### config.mk
export PLATFORM = sky130hd
export DESIGN_NAME = grdz_ctrl
export DESIGN_NICKNAME = d
export VERILOG_FILES = /design/src/hw/rtl/grdz_pkg.sv /design/src/hw/rtl/grdz_ctrl.sv
export SDC_FILE = /design/constraint.sdc
export NUM_CORES = 1
export LEC_CHECK = 0
export ABC_AREA = 1
export BUFFER_PORTS_ARGS = -buffer_cell sky130_fd_sc_hd__buf_2
export CORE_AREA = 2 2 39 41
export CTS_BUF_LIST = sky130_fd_sc_hd__clkbuf_8
export CTS_CLUSTER_DIAMETER = 200
export DETAILED_ROUTE_END_ITERATION = 12
export DIE_AREA = 0 0 41 43
export PLACE_DENSITY = 0.68
export SLEW_MARGIN = 20
export SYNTH_ARGS = -nofsm -noshare
export SYNTH_HDL_FRONTEND = slang
export SYNTH_SLANG_ARGS = --single-unit
### constraint.sdc
create_clock -name clk -period 1.05 [get_ports clk]
set_input_delay 0.0525 -clock clk [delete_from_list [all_inputs] [get_ports clk]]
set_output_delay 0.0525 -clock clk [all_outputs]
set_load 0.02 [all_outputs]
### src/hw/rtl/grdz_pkg.sv
`default_nettype none
package grdz_pkg;

	localparam int unsigned CompW = 16;
	localparam int unsigned DzW = 15;
	localparam logic [DzW-1:0] DzReset = 15'd8192;
	localparam logic [DzW-1:0] DzMax = 15'd32766;
	localparam logic [DzW-1:0] FullScale = 15'd32767;
	localparam int unsigned SqW = 32;
	localparam int unsigned RootW = 24;
	localparam int unsigned QuotW = 16;
	localparam int unsigned NumW = 55;

	typedef struct packed {
		logic [15:0] buttons;
		logic [7:0] left_trigger;
		logic [7:0] right_trigger;
		logic signed [15:0] left_x;
		logic signed [15:0] left_y;
		logic signed [15:0] right_x;
		logic signed [15:0] right_y;
	} in_item_t;

	typedef struct packed {
		logic changed;
		logic active;
		logic signed [15:0] left_x_out;
		logic signed [15:0] left_y_out;
		logic signed [15:0] right_x_out;
		logic signed [15:0] right_y_out;
	} out_item_t;

	typedef enum logic [3:0] {
		ST_IDLE,
		ST_SETUP,
		ST_SQRT,
		ST_DEN,
		ST_COMP,
		ST_DIV,
		ST_STORE,
		ST_NEXT,
		ST_FINISH,
		ST_OUT
	} state_t;

	typedef struct packed {
		logic load;
		logic setup;
		logic sqrt_step;
		logic den_calc;
		logic comp_load;
		logic div_step;
		logic comp_store;
		logic finish;
		logic stick_sel;
		logic comp_sel;
	} cmd_t;

	typedef struct packed {
		logic outside;
		logic sqrt_done;
		logic div_done;
	} sts_t;

endpackage
`default_nettype wire

### src/hw/rtl/grdz_ctrl.sv
`default_nettype none
module grdz_ctrl (
	input wire logic clk,
	input wire logic arst_n,
	input wire logic in_valid,
	output logic in_stall,
	output logic out_valid,
	input wire logic out_stall,
	input wire grdz_pkg::sts_t sts,
	output grdz_pkg::cmd_t cmd
);
	import grdz_pkg::*;

	state_t state_q, state_nx;
	logic stick_q, stick_nx;
	logic comp_q, comp_nx;

	always_ff @(posedge clk or negedge arst_n) begin
		if (!arst_n) begin
			state_q <= ST_IDLE;
			stick_q <= 1'b0;
			comp_q <= 1'b0;
		end else begin
			state_q <= state_nx;
			stick_q <= stick_nx;
			comp_q <= comp_nx;
		end
	end

	always_comb begin
		state_nx = state_q;
		stick_nx = stick_q;
		comp_nx = comp_q;
		cmd = '0;
		cmd.stick_sel = stick_q;
		cmd.comp_sel = comp_q;
		in_stall = 1'b1;
		out_valid = 1'b0;
		unique case (state_q)
			ST_IDLE: begin
				in_stall = 1'b0;
				if (in_valid) begin
					cmd.load = 1'b1;
					stick_nx = 1'b0;
					state_nx = ST_SETUP;
				end
			end
			ST_SETUP: begin
				cmd.setup = 1'b1;
				comp_nx = 1'b0;
				state_nx = ST_SQRT;
			end
			ST_SQRT: begin
				if (!sts.outside) begin
					state_nx = ST_NEXT;
				end else begin
					cmd.sqrt_step = 1'b1;
					if (sts.sqrt_done) state_nx = ST_DEN;
				end
			end
			ST_DEN: begin
				cmd.den_calc = 1'b1;
				state_nx = ST_COMP;
			end
			ST_COMP: begin
				cmd.comp_load = 1'b1;
				state_nx = ST_DIV;
			end
			ST_DIV: begin
				cmd.div_step = 1'b1;
				if (sts.div_done) state_nx = ST_STORE;
			end
			ST_STORE: begin
				cmd.comp_store = 1'b1;
				if (comp_q) begin
					state_nx = ST_NEXT;
				end else begin
					comp_nx = 1'b1;
					state_nx = ST_COMP;
				end
			end
			ST_NEXT: begin
				if (stick_q) begin
					state_nx = ST_FINISH;
				end else begin
					stick_nx = 1'b1;
					state_nx = ST_SETUP;
				end
			end
			ST_FINISH: begin
				cmd.finish = 1'b1;
				state_nx = ST_OUT;
			end
			ST_OUT: begin
				out_valid = 1'b1;
				if (!out_stall) state_nx = ST_IDLE;
			end
			default: state_nx = ST_IDLE;
		endcase
	end

	a_out_only: assert property (@(posedge clk) disable iff (!arst_n)
		out_valid |-> state_q == ST_OUT)
		else $error("result shown outside output state");
	a_one_item: assert property (@(posedge clk) disable iff (!arst_n)
		!in_stall |-> !out_valid)
		else $error("item taken while result pending");
	a_fin: assert property (@(posedge clk) disable iff (!arst_n)
		cmd.finish |=> out_valid)
		else $error("finish not followed by result");

endmodule
`default_nettype wire

# Word-level counts from Yosys, hierarchy flattened
# Index checks and enable logic that the tools add are counted.
[op_classes]
eq_ne = 13
n_mux = 23
reduce_logical = 5
[ops]
columns = ["op", "count"]
rows = [
  ["$pmux 4 s10", 1],
  ["$mux 4", 6],
  ["$eq 4x3->1 const B", 4],
  ["$mux 1", 13],
  ["$eq 4x2->1 const B", 2],
  ["$eq 4x4->1 const B", 2],
  ["$ne 2x2->1 const B", 3],
  ["$eq 4x1->1 const B", 1],
  ["$logic_not 4->1", 1],
  ["$pmux 1 s2", 2],
  ["$reduce_and 4->1", 1],
  ["$reduce_bool 2->1", 2],
  ["$ne 3x3->1 const B", 1],
  ["$mux 2", 1],
  ["$reduce_and 2->1", 1],
]
[totals]
ff_bits = 6
in_bits = 7
output_inout_bits = 12
word_cells = 44

# Depth between registers and ports, before layout
[logic_depth]
ltp_word = 3
ltp_mapped = 8
ltp_nobuf = 8

# Least setup slack after synthesis
# Ideal clock, no wire load.
[synth_timing]
path_kind = "register to register"
start = "register state_q[2]"
end = "register stick_q"
setup_time_ns = 0.139
arrival_time_ns = 1.281
t_required_ns = 0.911
slack_ns = -0.370
stages_incl_launch_ff = 5
path_buffers = 0
synth_period_minus_slack_ns = 1.420
cell_sequence = "dfrtp_1 -> nor2_2 -> nand2_1 -> nor2_1 -> o21ai_0"
[synth_between]
elab_chain_len = 3
word_cells_on_any_way = 6
classes_between = "eq/ne: 2; mux: 1; reduce/logical: 3"
[synth_rtl]
columns = ["item", "line_no", "source"]
rows = [
  ["start, declared", "grdz_ctrl.sv:14", "state_t state_q, state_nx;"],
  ["start signal, assigned", "grdz_ctrl.sv:24", "state_q <= state_nx;"],
  ["$eq 4x3->1 or $logic_not 4->1 (tied branches)", "grdz_ctrl.sv:39", "unique case (state_q)"],
  ["$reduce_bool 2->1 (no line) or $ne 2x2->1 (tied branches)", "--", ""],
  ["$reduce_and 2->1 (no line)", "--", ""],
  ["end signal, assigned", "grdz_ctrl.sv:25", "stick_q <= stick_nx;"],
  ["end, declared", "grdz_ctrl.sv:15", "logic stick_q, stick_nx;"],
]
# Several ways; a longest one is shown, not always the timed one.
# A chain may end at the register's enable or synchronous reset.

==> metrics.txt <==
Setup CP Type=flip-flop to primary output; Die X=~41 um; fmax=between 0.7 and 0.8 GHz; Slew HR=0.866; Fill cells=roughly 100; H-Tree Depth=1; CTS Buf Count=3; Worst Tran Pin Value=roughly 0.2 ns; Total Neg Setup Slack=-2.67 ns; Synth Register Bits=6; crit path DAT=1.25 ns; crit start category=flip-flop; first-pass GRT wire length=~2300 um; Final ANT Viol Nets=0; hold worst-path end=state_q[2]; largest net degree at the start of global routing=7; Worst R2R Start=state_q[3]; worst endpoint required time=1.00 ns; drt first pass iters=4; NetSw=roughly 1.4 mW; Power Density=around 3300 nW/um^2; fin util=0.654; Avg Inst Size Synth=6.44 um^2; WL/cell=approximately 14 um; path category of the worst min-delay check=primary input to flip-flop; fin worst setup slack=-0.257 ns; clk_lat worst skew=around 0.23 ns; Syn. warnings=0; RePlAce Congestion=roughly 0.81; Max clock buf depth=2; status=finished with violations; GRT Util Overall=0.198; Reg2Reg Setup Slack=-0.21 ns; initial antenna violation count=0; R2R Path End=state_q[0]; Gate Count Post-Synth=69; post-DP HPWL=967 um; static leakage=approximately 0.49 nW; synth-to-layout area growth=104%; CP Capture Type=primary output; FP Rows=14; sw frac=0.476; TritonCTS clock tree=done; WHS Path Cells=2; crit-path max FO=6; sequential fraction of the synthesis area=0.338; Iteration-0 DRC Markers=10; vias in the first global route=~550; layout cell share with drive strength beyond 1=0.698; Layout Nets=114; CTS root buffer=clkbuf_8; total grt overflow=0; Cell variety after synth=15; CTS sink cnt=6; Hold Fails Final Rpt=0; n_diodes=0; Worst-path clk slew=~0.030 ns; Initial Utilization=0.321; register share of total power=0.181; total die area=~1800 um^2; violated checks=setup timing; total wire length=~1700 um; min cycle time layout=between 1 and 1.5 ns; IO Port Bufs=18; boundary pin count=19; Via density=roughly 4.9; Cell Area, Synth=roughly 440 um^2; DRC errors left=0; Clock power frac=0.120; Core Region=approximately 1400 um^2; via count=600; beginning of the worst hold path=sts[2]; Pins Over Slew Limit=0; RSZ-0062 raised after global routing=true; Logic pwr share=0.699; clk_skew=0.00542 ns; Pwr Total=approximately 3.0 mW; Syn Nets=76; max_cap viols=0; peak supply drop=1630 uV; Internal Power=1.58 mW; fin crit share=1.24; setup violators final=16; Vert. Die Dim=approximately 43 um; reg2reg path depth=8
## flip-flops by register name, indices dropped and copies added, names as in the netlist
register	flops
comp_q	1
state_q	4
stick_q	1
## layout make-up
| cell class | count | area [um^2] | area share |
|---|---|---|---|
| Tap cell | 16 | 20.0 | 0.0221 |
| Multi-Input combinational cell | 47 | 334 | 0.369 |
| Timing Repair Buffer | 36 | 299 | 0.331 |
| Sequential cell | 6 | 155 | 0.172 |
| Inverter | 13 | 51.3 | 0.0567 |
| Clock inverter | 1 | 3.75 | 0.00415 |
| Clock buffer | 3 | 41.3 | 0.0456 |
## placed cells by master, fill, tap and decap left out, drive strengths merged
master       instances
o21ai                3
a21oi                2
buf                 35
nand2               18
nor2                13
dfrtp                6
nand3                4
o211ai               2
nor3                 3
o221ai               1
inv                 14
dlygate4sd3          1
clkbuf               3
nand3b               1
## cells in the mapped netlist, drive strengths merged
library cell | instances | share of area
nand2 | 18 | 0.15
inv | 13 | 0.11
nor2 | 13 | 0.13
dfrtp | 6 | 0.34
nand3 | 4 | 0.056
buf | 3 | 0.051
nor3 | 3 | 0.034
o21ai | 3 | 0.034
a21oi | 2 | 0.023
o211ai | 2 | 0.034
nand3b | 1 | 0.017
o221ai | 1 | 0.020
## power by group through the flow
stage                     sequential [mW]  clock [mW]  combinational (mW)
after CTS                           0.523       0.361                1.63
final                               0.548       0.362                2.12
after floorplan                     0.482           0               0.918
after global routing                0.557       0.373                2.26
after detailed placement            0.497           0                1.29
after global placement              0.494           0                1.27
## worst max-delay path by stage
stage | depth (start not counted) | end | start | slack, ns
3_5_place_dp | 7 | state_q[0] | state_q[2] | -0.12
6_report | 5 | cmd[6] | state_q[3] | -0.26
5_1_grt | 5 | cmd[6] | state_q[3] | -0.28
2_1_floorplan | 4 | stick_q | state_q[2] | -0.07
4_1_cts | 4 | cmd[2] | state_q[0] | -0.20
3_3_place_gp | 7 | state_q[0] | state_q[2] | -0.08
## what timing repair did
| action | in CTS | in global routing |
|---|---|---|
| resized for setup | 24 | 27 |
| setup buffers | 6 | 5 |
| pin swaps | 4 | 8 |
| endpoints found under the setup margin | 15 | 16 |
| hold endpoints to repair | 6 | 0 |
| gates cloned | 0 | 0 |
| hold buffers | 1 | 0 |
## worst max-delay path, stage by stage, from the launching register on
cell and delay [ns]:
dfrtp_2 0.44, nor2_4 0.22, buf_4 0.16, nand2_4 0.06
inv_2 0.05, buf_6 0.10
## metrics by stage
step / setup WS (ns) / instances / instance area, um^2 / hold slack, ns
3_3_place_gp: -0.0850 / 107 / 621 / -0.118
6_report: -0.257 / 122 / 905 / 0.0830
4_1_cts: -0.195 / 118 / 782 / 0.0817
5_1_grt: -0.283 / 122 / 905 / 0.0984
2_1_floorplan: -0.0737 / 69 / 480 / -0.243
3_5_place_dp: -0.124 / 107 / 621 / -0.117
## cells by family after synthesis
family | after synthesis | share of synthesized area
AND/OR/NAND/NOR | 39 | 0.392
buffers and inverters | 16 | 0.161
AO/OA/AOI/OAI | 8 | 0.110
flip-flops | 6 | 0.338
## layer usage
| metal | vias to the layer above | share of wire | track usage |
|---|---|---|---|
| met3 | 5 | 0.052 | 0.0314 |
| li1 | 287 | - | - |
| met2 | 26 | 0.52 | 0.309 |
| met1 | 282 | 0.41 | 0.234 |
| met5 | - | 0 | 0 |
| met4 | 0 | 0.020 | 0.133 |
Note: power is estimated with default switching activity, not from simulation.
